<file path="config.mk">
export PLATFORM = sky130hd
export DESIGN_NAME = midpoint_circle_rasterizer
export DESIGN_NICKNAME = d
export VERILOG_FILES = /design/src/hdl/mcr_pkg.sv /design/src/hdl/mcr_root.sv /design/src/hdl/mcr_pixel.sv /design/src/hdl/midpoint_circle_rasterizer.sv
export SDC_FILE = /design/constraint.sdc
export NUM_CORES = 1
export LEC_CHECK = 0
export BUFFER_PORTS_ARGS = -buffer_cell sky130_fd_sc_hd__buf_2
export CORE_MARGIN = 2
export CORE_UTILIZATION = 35
export DETAILED_ROUTE_END_ITERATION = 16
export PLACE_DENSITY_LB_ADDON = 0.12
export SYNTH_ARGS = -nofsm -noshare
export SYNTH_HDL_FRONTEND = slang
export SYNTH_SLANG_ARGS = --single-unit
</file>
<file path="constraint.sdc">
create_clock -name aclk -period 7.6 [get_ports aclk]
set_input_delay 1.52 -clock aclk [delete_from_list [all_inputs] [get_ports aclk]]
set_output_delay 1.52 -clock aclk [all_outputs]
set_load 0.05 [all_outputs]
</file>
<file path="src/hdl/mcr_pkg.sv">
package mcr_pkg;

    // Coordinate and arithmetic widths
    localparam int COORD_BITS = 12;
    localparam int FRAME_BITS = 13;
    localparam int DIFF_BITS  = COORD_BITS + 1;
    localparam int MAG_BITS   = COORD_BITS;
    localparam int SQ_BITS    = 2 * MAG_BITS + 2;
    localparam int ROOT_BITS  = SQ_BITS / 2;
    localparam int REM_BITS   = ROOT_BITS + 2;
    localparam int STEP_BITS  = COORD_BITS + 2;
    localparam int DEC_BITS   = COORD_BITS + 4;
    localparam int PIX_BITS   = COORD_BITS + 3;
    localparam int OCT_BITS   = 3;
    localparam int CNT_BITS   = $clog2(ROOT_BITS);

    localparam logic [FRAME_BITS-1:0] FRAME_CAP   = FRAME_BITS'(1 << COORD_BITS);
    localparam logic [FRAME_BITS-1:0] FRAME_RESET = FRAME_BITS'(400);

    // Configuration register indexes
    localparam int CFG_IDX_BITS = 1;
    localparam logic [CFG_IDX_BITS-1:0] CFG_FRAME_WIDTH  = 1'b0;
    localparam logic [CFG_IDX_BITS-1:0] CFG_FRAME_HEIGHT = 1'b1;

    typedef enum logic {
        OP_START = 1'b0,
        OP_STEP  = 1'b1
    } op_t;

    typedef struct packed {
        logic                          opcode;
        logic signed [COORD_BITS-1:0]  center_x;
        logic signed [COORD_BITS-1:0]  center_y;
        logic signed [COORD_BITS-1:0]  edge_x;
        logic signed [COORD_BITS-1:0]  edge_y;
    } in_item_t;

    typedef struct packed {
        logic [COORD_BITS-1:0] pixel_x;
        logic [COORD_BITS-1:0] pixel_y;
        logic                  pixel_valid;
        logic                  last_of_step;
        logic                  circle_done;
    } out_item_t;

    // Top-level sequencer
    typedef enum logic [1:0] {
        ST_IDLE,
        ST_ROOT,
        ST_EMIT
    } state_t;

    // Root unit sequencer
    typedef enum logic [1:0] {
        RP_IDLE,
        RP_SQUARE,
        RP_ROOT
    } root_phase_t;

    typedef struct packed {
        logic busy;
        logic done;
    } root_status_t;

    typedef struct packed {
        logic                load;
        logic [OCT_BITS-1:0] index;
        logic                last;
        logic                done;
    } emit_ctrl_t;

endpackage

</file>
<file path="src/hdl/mcr_root.sv">
// Serial distance unit: squares |dx| and |dy| one multiplier bit per cycle,
// then takes the integer root two radicand bits per cycle.
module mcr_root
    import mcr_pkg::*;
(
    input  logic                         aclk,
    input  logic                         aresetn,
    input  logic                         start,
    input  logic signed [COORD_BITS-1:0] center_x,
    input  logic signed [COORD_BITS-1:0] center_y,
    input  logic signed [COORD_BITS-1:0] edge_x,
    input  logic signed [COORD_BITS-1:0] edge_y,
    output root_status_t                 status,
    output logic [ROOT_BITS-1:0]         radius
);

    root_phase_t phase_reg, phase_next;
    logic [CNT_BITS-1:0]  cnt_reg;
    logic [SQ_BITS-1:0]   acc_reg, acc_next;
    logic [SQ_BITS-1:0]   mcand_x_reg, mcand_y_reg;
    logic [MAG_BITS-1:0]  mplr_x_reg, mplr_y_reg;
    logic [REM_BITS-1:0]  rem_reg, rem_next;
    logic [ROOT_BITS-1:0] root_reg, root_next;

    logic signed [DIFF_BITS-1:0] diff_x, diff_y;
    logic [MAG_BITS-1:0]         mag_x, mag_y;
    logic [REM_BITS+1:0]         rem_shift, trial;
    logic                        fits;
    logic                        sq_last, root_last;

    // Magnitudes of the center-to-edge offsets
    always_comb begin
        diff_x = DIFF_BITS'(center_x) - DIFF_BITS'(edge_x);
        diff_y = DIFF_BITS'(center_y) - DIFF_BITS'(edge_y);
        mag_x  = diff_x[DIFF_BITS-1] ? MAG_BITS'(-diff_x) : MAG_BITS'(diff_x);
        mag_y  = diff_y[DIFF_BITS-1] ? MAG_BITS'(-diff_y) : MAG_BITS'(diff_y);
    end

    assign sq_last   = (cnt_reg == CNT_BITS'(MAG_BITS - 1));
    assign root_last = (cnt_reg == CNT_BITS'(ROOT_BITS - 1));

    // Next phase
    always_comb begin
        phase_next = phase_reg;
        case (phase_reg)
            RP_IDLE:   if (start) phase_next = RP_SQUARE;
            RP_SQUARE: if (sq_last) phase_next = RP_ROOT;
            RP_ROOT:   if (root_last) phase_next = RP_IDLE;
            default:   phase_next = RP_IDLE;
        endcase
    end

    // Status outputs
    always_comb begin
        status.busy = (phase_reg != RP_IDLE);
        status.done = (phase_reg == RP_ROOT) && root_last;
    end

    // One multiplier bit of each square per cycle
    always_comb begin
        acc_next = acc_reg
                 + (mplr_x_reg[0] ? mcand_x_reg : '0)
                 + (mplr_y_reg[0] ? mcand_y_reg : '0);
    end

    // One root bit per cycle, restoring form
    always_comb begin
        rem_shift = {rem_reg, acc_reg[SQ_BITS-1 -: 2]};
        trial     = {2'b00, root_reg, 2'b01};
        fits      = (rem_shift >= trial);
        rem_next  = fits ? REM_BITS'(rem_shift - trial) : REM_BITS'(rem_shift);
        root_next = {root_reg[ROOT_BITS-2:0], fits};
    end

    always_ff @(posedge aclk) begin
        if (!aresetn) begin
            phase_reg <= RP_IDLE;
            cnt_reg   <= '0;
        end else begin
            phase_reg <= phase_next;
            if (phase_next != phase_reg) begin
                cnt_reg <= '0;
            end else if (phase_reg != RP_IDLE) begin
                cnt_reg <= cnt_reg + 1'b1;
            end
        end
    end

    // Datapath shift registers
    always_ff @(posedge aclk) begin
        case (phase_reg)
            RP_IDLE: begin
                if (start) begin
                    acc_reg     <= '0;
                    mcand_x_reg <= SQ_BITS'(mag_x);
                    mcand_y_reg <= SQ_BITS'(mag_y);
                    mplr_x_reg  <= mag_x;
                    mplr_y_reg  <= mag_y;
                    rem_reg     <= '0;
                    root_reg    <= '0;
                end
            end
            RP_SQUARE: begin
                acc_reg     <= acc_next;
                mcand_x_reg <= mcand_x_reg << 1;
                mcand_y_reg <= mcand_y_reg << 1;
                mplr_x_reg  <= mplr_x_reg >> 1;
                mplr_y_reg  <= mplr_y_reg >> 1;
            end
            RP_ROOT: begin
                acc_reg  <= acc_reg << 2;
                rem_reg  <= rem_next;
                root_reg <= root_next;
            end
            default: begin
                acc_reg <= acc_reg;
            end
        endcase
    end

    assign radius = root_next;

endmodule

</file>
<file path="src/hdl/mcr_pixel.sv">
// Forms one symmetric pixel per cycle while the consumer keeps up, clips it to
// the frame and holds it in the output register until the consumer takes it.
module mcr_pixel
    import mcr_pkg::*;
(
    input  logic                         aclk,
    input  logic                         aresetn,
    input  emit_ctrl_t                   ctrl,
    input  logic signed [COORD_BITS-1:0] center_x,
    input  logic signed [COORD_BITS-1:0] center_y,
    input  logic signed [STEP_BITS-1:0]  off_x,
    input  logic signed [STEP_BITS-1:0]  off_y,
    input  logic [FRAME_BITS-1:0]        frame_width,
    input  logic [FRAME_BITS-1:0]        frame_height,
    output logic                         can_load,
    output logic                         m_valid,
    input  logic                         m_ready,
    output out_item_t                    m_item
);

    logic                       valid_reg;
    out_item_t                  item_reg, item_next;
    logic                       swap, neg_x, neg_y;
    logic signed [PIX_BITS-1:0] a, b, px, py;
    logic [FRAME_BITS-1:0]      w_lim, h_lim;
    logic                       in_frame;

    // Octant order: (+x,+y) (+y,+x) (-y,+x) (-x,+y) (-x,-y) (-y,-x) (+y,-x) (+x,-y)
    always_comb begin
        swap  = (ctrl.index inside {3'd1, 3'd2, 3'd5, 3'd6});
        neg_x = (ctrl.index inside {[3'd2:3'd5]});
        neg_y = (ctrl.index inside {[3'd4:3'd7]});
        a     = swap ? PIX_BITS'(off_y) : PIX_BITS'(off_x);
        b     = swap ? PIX_BITS'(off_x) : PIX_BITS'(off_y);
        px    = PIX_BITS'(center_x) + (neg_x ? -a : a);
        py    = PIX_BITS'(center_y) + (neg_y ? -b : b);
    end

    // Frame clip, registers above the coordinate range count as full range
    always_comb begin
        w_lim    = (frame_width  > FRAME_CAP) ? FRAME_CAP : frame_width;
        h_lim    = (frame_height > FRAME_CAP) ? FRAME_CAP : frame_height;
        in_frame = !px[PIX_BITS-1] && !py[PIX_BITS-1]
                && ($unsigned(px) < PIX_BITS'(w_lim))
                && ($unsigned(py) < PIX_BITS'(h_lim));
        item_next.pixel_x      = in_frame ? px[COORD_BITS-1:0] : '0;
        item_next.pixel_y      = in_frame ? py[COORD_BITS-1:0] : '0;
        item_next.pixel_valid  = in_frame;
        item_next.last_of_step = ctrl.last;
        item_next.circle_done  = ctrl.done;
    end

    assign can_load = !valid_reg || m_ready;

    always_ff @(posedge aclk) begin
        if (!aresetn) begin
            valid_reg <= 1'b0;
        end else if (ctrl.load) begin
            valid_reg <= 1'b1;
        end else if (m_ready) begin
            valid_reg <= 1'b0;
        end
    end

    always_ff @(posedge aclk) begin
        if (ctrl.load) begin
            item_reg <= item_next;
        end
    end

    assign m_valid = valid_reg;
    assign m_item  = item_reg;

endmodule

</file>
<file path="src/hdl/midpoint_circle_rasterizer.sv">
// Midpoint circle rasterizer. A start item (opcode 0) takes a center and a
// point on the circle; the radius is the integer root of the squared
// distance, worked out by a serial unit: shift-add squaring, then root
// iteration, so a start keeps the input closed until the root is done and
// gives no result. A step item (opcode 1) gives eight pixels, one per cycle
// through the output register while the consumer keeps m_ready high, in the
// order (+x,+y) (+y,+x) (-y,+x) (-x,+y) (-x,-y) (-y,-x) (+y,-x) (+x,-y).
// Pixels outside [0, frame_width) x [0, frame_height), each bound capped at
// 4096, come out with pixel_valid low and zero coordinates. circle_done marks
// the eighth pixel of the final step. A step with no circle in progress is
// taken and dropped. Frame registers are written through the cfg channel,
// which is always ready.
module midpoint_circle_rasterizer
    import mcr_pkg::*;
(
    input  logic                    aclk,
    input  logic                    aresetn,
    input  logic                    s_valid,
    output logic                    s_ready,
    input  in_item_t                s_item,
    output logic                    m_valid,
    input  logic                    m_ready,
    output out_item_t               m_item,
    input  logic                    cfg_valid,
    output logic                    cfg_ready,
    input  logic [CFG_IDX_BITS-1:0] cfg_index,
    input  logic [FRAME_BITS-1:0]   cfg_data
);

    state_t state_reg, state_next;

    logic [FRAME_BITS-1:0]        frame_width_reg, frame_height_reg;
    logic signed [COORD_BITS-1:0] center_x_reg, center_y_reg;
    logic signed [STEP_BITS-1:0]  step_x_reg, step_y_reg;
    logic signed [STEP_BITS-1:0]  step_x_next, step_y_next;
    logic signed [DEC_BITS-1:0]   decision_reg, decision_next;
    logic signed [STEP_BITS-1:0]  pix_x_reg, pix_y_reg;
    logic                         active_reg;
    logic                         done_reg;
    logic [OCT_BITS-1:0]          oct_reg;

    logic                 s_take, is_start, is_step;
    logic                 root_start;
    root_status_t         root_stat;
    logic [ROOT_BITS-1:0] radius;
    emit_ctrl_t           emit;
    logic                 can_load;
    logic                 last_oct;

    assign s_take    = s_valid && s_ready;
    assign is_start  = (s_item.opcode == OP_START);
    assign is_step   = (s_item.opcode == OP_STEP);
    assign last_oct  = (oct_reg == {OCT_BITS{1'b1}});
    assign cfg_ready = 1'b1;

    // Next state
    always_comb begin
        state_next = state_reg;
        case (state_reg)
            ST_IDLE: begin
                if (s_take && is_start) begin
                    state_next = ST_ROOT;
                end else if (s_take && is_step && active_reg) begin
                    state_next = ST_EMIT;
                end
            end
            ST_ROOT: if (root_stat.done) state_next = ST_IDLE;
            ST_EMIT: if (can_load && last_oct) state_next = ST_IDLE;
            default: state_next = ST_IDLE;
        endcase
    end

    // State outputs
    always_comb begin
        s_ready    = (state_reg == ST_IDLE);
        root_start = (state_reg == ST_IDLE) && s_take && is_start;
        emit.load  = (state_reg == ST_EMIT) && can_load;
        emit.index = oct_reg;
        emit.last  = last_oct;
        emit.done  = last_oct && done_reg;
    end

    // Midpoint decision update
    always_comb begin
        step_x_next = step_x_reg + 1'b1;
        if (decision_reg[DEC_BITS-1]) begin
            decision_next = decision_reg + (DEC_BITS'(step_x_reg) <<< 1) + DEC_BITS'(3);
            step_y_next   = step_y_reg;
        end else begin
            decision_next = decision_reg
                          + ((DEC_BITS'(step_x_reg) - DEC_BITS'(step_y_reg)) <<< 1)
                          + DEC_BITS'(5);
            step_y_next   = step_y_reg - 1'b1;
        end
    end

    // Control registers
    always_ff @(posedge aclk) begin
        if (!aresetn) begin
            state_reg        <= ST_IDLE;
            active_reg       <= 1'b0;
            oct_reg          <= '0;
            frame_width_reg  <= FRAME_RESET;
            frame_height_reg <= FRAME_RESET;
        end else begin
            state_reg <= state_next;
            if (root_stat.done) begin
                active_reg <= 1'b1;
            end else if (root_start) begin
                active_reg <= 1'b0;
            end else if (s_take && is_step && active_reg) begin
                active_reg <= !(step_y_next < step_x_next);
            end
            if (emit.load) begin
                oct_reg <= oct_reg + 1'b1;
            end
            if (cfg_valid && cfg_ready) begin
                case (cfg_index)
                    CFG_FRAME_WIDTH:  frame_width_reg  <= cfg_data;
                    CFG_FRAME_HEIGHT: frame_height_reg <= cfg_data;
                    default:          frame_width_reg  <= frame_width_reg;
                endcase
            end
        end
    end

    // Circle state
    always_ff @(posedge aclk) begin
        if (root_start) begin
            center_x_reg <= s_item.center_x;
            center_y_reg <= s_item.center_y;
        end
        if (root_stat.done) begin
            step_x_reg   <= '0;
            step_y_reg   <= STEP_BITS'(radius);
            decision_reg <= DEC_BITS'(3) - (DEC_BITS'(radius) <<< 1);
        end else if (s_take && is_step && active_reg) begin
            pix_x_reg    <= step_x_reg;
            pix_y_reg    <= step_y_reg;
            done_reg     <= (step_y_next < step_x_next);
            step_x_reg   <= step_x_next;
            step_y_reg   <= step_y_next;
            decision_reg <= decision_next;
        end
    end

    mcr_root u_root (
        .aclk     (aclk),
        .aresetn  (aresetn),
        .start    (root_start),
        .center_x (s_item.center_x),
        .center_y (s_item.center_y),
        .edge_x   (s_item.edge_x),
        .edge_y   (s_item.edge_y),
        .status   (root_stat),
        .radius   (radius)
    );

    mcr_pixel u_pixel (
        .aclk         (aclk),
        .aresetn      (aresetn),
        .ctrl         (emit),
        .center_x     (center_x_reg),
        .center_y     (center_y_reg),
        .off_x        (pix_x_reg),
        .off_y        (pix_y_reg),
        .frame_width  (frame_width_reg),
        .frame_height (frame_height_reg),
        .can_load     (can_load),
        .m_valid      (m_valid),
        .m_ready      (m_ready),
        .m_item       (m_item)
    );

    // The root unit runs only while the input side is closed
    assert property (@(posedge aclk) disable iff (!aresetn)
        s_ready |-> !root_stat.busy)
        else $error("root unit busy while accepting items");

    // The eighth pixel of a step closes the emit burst
    assert property (@(posedge aclk) disable iff (!aresetn)
        (emit.load && last_oct) |=> (state_reg == ST_IDLE))
        else $error("emit burst did not end after eighth pixel");

    // End of circle only on the last pixel of a step
    assert property (@(posedge aclk) disable iff (!aresetn)
        (m_valid && m_item.circle_done) |-> m_item.last_of_step)
        else $error("circle_done without last_of_step");

endmodule

</file>
* Word-level counts from Yosys, hierarchy flattened *
Index checks and enable logic that the tools add are counted.

operators by class
  bitwise operators = 4
  $add $sub $neg = 21
  muxes and demuxes = 45
  $lt $le $gt $ge = 10
  reductions and logical operators = 38
  equality and inequality tests = 16

operator list
  operator               count
  $mux 26                5
  $pmux 26 s2            2
  $mux 15                6
  $pmux 26 s3            1
  $mux 13                5
  $add 26x26->26         2
  $mux 12                4
  $mux 16                3
  $pmux 12 s2            2
  $add 12x15->15         2
  $lt 15x13->1           2
  $neg 15->15            2
  $pmux 15 s2            1
  $gt 13x13->1 const B   2
  $pmux 13 s2            1
  $sub 12x12->13         2
  $neg 12->12            2
  $ge 17x15->1           1
  $add 16x15->16         1
  $add 16x16->16         1
  $add 16x3->16 const B  1
  $add 16x4->16 const B  1
  $logic_and 1x1->1      15
  $sub 14x14->15         1
  other kinds (33)       69

storage, ports and cells
  logic and storage cells = 163
  flip-flop bits (word level) = 293
  input port bits = 68

* Logic depth before layout (Yosys ltp) *
  depth after elaboration = 10
  gate-level depth with buffers = 31

* Cells and area by module *
From an unflattened synthesis, not the netlist that was laid out.

unflattened totals
  cells, all modules = 2,335
  area total of the unflattened synthesis = 22,325.2 um^2

modules (own cells, without submodules)
  module                      instances  seq. area each (um^2)  cells each  area each (um^2)
  mcr_root                    1          4,023.9                1,041       10,075.9
  midpoint_circle_rasterizer  1          3,403.3                801         8,006.4
  mcr_pixel                   1          830.8                  493         4,242.8

* Worst setup path before layout *
Ideal clock, no wire load.

  path kind = register -> register
  from = register u_root.phase_reg[1]
  to = register u_root.mcand_x_reg[0] (enable)
  setup slack = 384 ps
  data required time = 6,985 ps
  library setup time = 615 ps
  stages on the path, launching flop included = 8
  arrival = 6,600 ps
  cell sequence = dfxtp_1 -> inv_1 -> ha_1 -> clkbuf_1 -> inv_1 -> clkbuf_1 -> clkbuf_1 -> o21ai_0

on the way
  longest elaborated chain between the ends = 3
  elaborated cells on any way between the ends = 5

ends and longest elaborated chain
  item                                                              RTL line         source
  from (decl)                                                       mcr_root.sv:17   root_phase_t phase_reg, phase_next;
  from (signal assigned)                                            mcr_root.sv:80   phase_reg <= phase_next;
  $eq 2x1->1 or $logic_not 2->1 (tied branches)                     mcr_root.sv:91   case (phase_reg)
  $reduce_bool 2->1 (no source line) or $ne 2x2->1 (tied branches)  n/a
  $reduce_and 2->1 (no source line) *                               n/a
  to (signal assigned)                                              mcr_root.sv:95   mcand_x_reg <= SQ_BITS'(mag_x);
  to (signal assigned)                                              mcr_root.sv:105  mcand_x_reg <= mcand_x_reg << 1;
  to (decl)                                                         mcr_root.sv:20   logic [SQ_BITS-1:0] mcand_x_reg, mcand_y_reg;

Every way passes the cells marked *; elsewhere a longest branch is shown, timed or not.
A chain may end at the register's enable or synchronous reset.

* Final worst setup path *
  from = register oct_reg[0]
  to = register u_pixel.item_reg (netlist bit u_pixel.m_item[23]) (data pin)

on the way
  elaborated cells on any way between the ends = 26

RTL lines
  item                                      RTL line                           source
  from (decl)                               midpoint_circle_rasterizer.sv:40   logic [OCT_BITS-1:0] oct_reg;
  from (signal assigned)                    midpoint_circle_rasterizer.sv:115  oct_reg <= oct_reg + 1'b1;
  $eq 3x1->1, or another cell as far along  mcr_pixel.sv:30                    swap = (ctrl.index inside {3'd1, 3'd2, 3'd5, 3'd6});
  $reduce_bool 4->1                         mcr_pixel.sv:30
  $mux 15                                   mcr_pixel.sv:33                    a = swap ? PIX_BITS'(off_y) : PIX_BITS'(off_x);
  $neg 15->15                               mcr_pixel.sv:35                    px = PIX_BITS'(center_x) + (neg_x ? -a : a);
  $mux 15 *                                 mcr_pixel.sv:35
  $add 12x15->15 *                          mcr_pixel.sv:35
  net u_pixel.px[10]                        mcr_pixel.sv:24                    logic signed [PIX_BITS-1:0] a, b, px, py;
  $lt 15x13->1 *                            mcr_pixel.sv:44                    && ($unsigned(px) < PIX_BITS'(w_lim))
  $logic_and 1x1->1 *                       mcr_pixel.sv:44
  $logic_and 1x1->1 *                       mcr_pixel.sv:45                    && ($unsigned(py) < PIX_BITS'(h_lim));
  to (signal assigned)                      mcr_pixel.sv:67                    item_reg <= item_next;
  to (decl)                                 mcr_pixel.sv:22                    out_item_t item_reg, item_next;

Mark *: on every way through the listed nets, which the timed path passes. The rest lies on a longest branch.

==> results.md <==
- Starting Density: 0.353
- Clock-pin slew on the worst setup and hold paths: 0.06 ns
- PD cells: 185 nW/um2
- Fmax: ~170 MHz
- Post-placement cell area: approximately 24000 um2
- Layout cells sized above 1: 0.105
- Average wire per standard cell: 18.9 um
- Die span in x: 255 um
- Clock tree buffer depth: 3
- Final Hold Fails: 0
- Pre-CTS setup slack: 1.72 ns
- Top FF cell, synth: edfxtp_1
- Worst setup SP type: flop
- Mapped Nets: 2663
- Outcome: finished clean
- CTS Sinks: roughly 290
- Reg area: ~8300 um2
- Sw frac: 0.290
- Max_slew headroom: 0.273
- Top cells by count, synth: 246 x nand2_1, 239 x edfxtp_1, 220 x ha_1
- Vias after detailed routing: 17252
- Vias per inst: 5.23
- Final slew viol count: 0
- Comb pwr share: 0.192
- Setup violators final: 0
- CP Class: reg2reg
- Psw: roughly 1.3 mW
- Flop-to-flop setup slack: 1.60 ns
- Top post-synthesis cells by area: edfxtp_1 32%, ha_1 12%, dfxtp_1 4.9%
- Largest net degree at the start of global routing: a little under 80
- Post-synthesis sequential area ratio: 0.373
- Min cycle time layout: 6.00 ns
- Final Non-Filler Cells: 3301
- Area occupied by multi-input gates: 12800 um2
- Routed wire length: 62400 um
- Clk network pwr share: 0.398
- Synth-to-Final Area Change: 12.2%
- Period utilisation layout: 0.789
- Antenna diode count: 0
- Post-synthesis average cell area: approximately 9.4 um2
- Max-Cap Viols: 0
- HP Class: reg2reg
- Dpl cells: 3233
- I/O pins: 98
- Dpl hpwl: about 48000 um
- Antenna violations before repair: 1
- Sequential power share: 0.410
- Worst setup margin: 1.60 ns
- Gate Count Post-Synth: approximately 2300
- Filler instances: 6268
- Iteration-0 DRC Markers: 1178
- Share of the synthesized area in the top cell type: 0.324
- Peak supply drop: around 0.14 mV
- First-pass GRT wire length: 99600 um
- Leakage: slightly above 10 nW
- Most numerous cell in the Yosys netlist: nand2_1
- Yosys warnings: 0
- Post-synthesis register bit count: 293
- First drt pass iteration count: 6
- Worst-skew pair later-pin latency: 0.56 ns
- Worst Path Max Fanout: 26
- CTS tree: yes
- ANT nets after route: 0
- Rows: 92
- Nets@finish: between 2000 and 3000
- CTS root buffer: clkbuf_16
- Largest register FFs: 27
- Clk_skew: 0.0226 ns
- Vias in the first global route: 17131
- Die Footprint: 65200 um2
- Top cell by count, worst path: ha_1
- Setup repair after global routing missed its margin: false
- Resize count post-CTS: 0
- Post-route cell area: 24800 um2
- CP Capture Type: flop
- Cell variety after synth: 87
- Worst Path Arrival: 6.34 ns
- Critical path required time: 7.94 ns
- Critical Path Slowest Stage Cell: dfxtp_1
- Setup_tns: 0 ns
- Worst-Margin Slew: 1.09 ns
- Core Region: 62700 um2
- Post-CTS Setup Bufs: 0
- Synthesized area: 22100 um2
- Die height: approximately 260 um
- Total global-route track usage: 0.190
- Routability cong.: 0.866
- Worst path max stage delay: 0.44 ns
- Async set-or-reset flop fraction in the synthesized netlist: 0
- Number of synthesized flops with an enable pin: around 240
- Global route total overflow: 0
- Cell Int Power: 3.25 mW
- Total CTS buffers: 37
- Hold-fix buffers, CTS: 0
- Area leader, netlist: edfxtp_1
- # port buffers: 96
- DR DRC count: 0
- CTS H-tree depth: 2
==> metrics by stage <==
step | hold slack, ns | util | power (mW)
after detailed placement | 0.431 | 0.376 | 2.79
final | 0.452 | 0.395 | 4.58
after global placement | 0.444 | 0.376 | 2.78
after CTS | 0.454 | 0.395 | 4.64
after global routing | 0.472 | 0.395 | 4.82
after floorplan | 0.408 | - | 2.55
==> logic make-up after synthesis <==
family,share of synthesized area
other,0.000170
buffers and inverters,0.0499
adder cells (fa/ha/maj),0.154
AO/OA/AOI/OAI,0.160
AND/OR/NAND/NOR,0.164
multiplexers,0.0275
XOR/XNOR,0.0707
flip-flops,0.373
==> layout by cell type (no fill, tap or decap), types with 58 or more instances in the layout <==
cell / instances
xor2_1: 58
nor2_1: 161
a21oi_1: 182
edfxtp_1: 239
nand2_1: 246
ha_1: 219
buf_2: 96
o21ai_0: 99
xnor2_1: 118
inv_1: 210
==> critical path: cells and delay by family (launching register included) <==
| kind | cells | cell delay, ns |
|---|---|---|
| AO/OA/AOI/OAI | 8 | 1.37 |
| AND/OR/NAND/NOR | 10 | 2.03 |
| buffers and inverters | 4 | 0.68 |
| adder cells (fa/ha/maj) | 4 | 0.91 |
| XOR/XNOR | 2 | 0.35 |
| flip-flops | 1 | 0.44 |
==> path summary, 6_finish.rpt <==
check,from,end,depth (start not counted)
hold reg to reg,frame_height_reg[2],frame_height_reg[2],2
hold / removal,frame_height_reg[2],frame_height_reg[2],2
setup / recovery,oct_reg[0],u_pixel.m_item[23],28
setup reg to reg,oct_reg[0],u_pixel.m_item[23],28
==> area by class of cell <==
cell class                      count  area share
Inverter                          210      0.0318
Clock buffer                       43      0.0412
Timing Repair Buffer              120      0.0266
Sequential cell                   293       0.333
Clock inverter                     25     0.00893
Multi-Input combinational cell   1764       0.516
Tap cell                          846      0.0427
==> power by group through the flow <==
stage	Clock, mW	Sequential [mW]	Combinational, mW
6_report	1.82	1.88	0.879
5_1_grt	1.93	1.89	0.995
4_1_cts	1.88	1.88	0.884
3_5_place_dp	0	1.91	0.874
3_3_place_gp	0	1.91	0.870
2_1_floorplan	0	1.89	0.657
==> routing by layer <==
metal / wire length (um) / track usage
met5: 0 / 0
met4: 1430 / 0.0533
met3: 2030 / 0.0227
met2: 28600 / 0.309
met1: 30300 / 0.267
No activity file was read; power rests on OpenSTA's default activity.
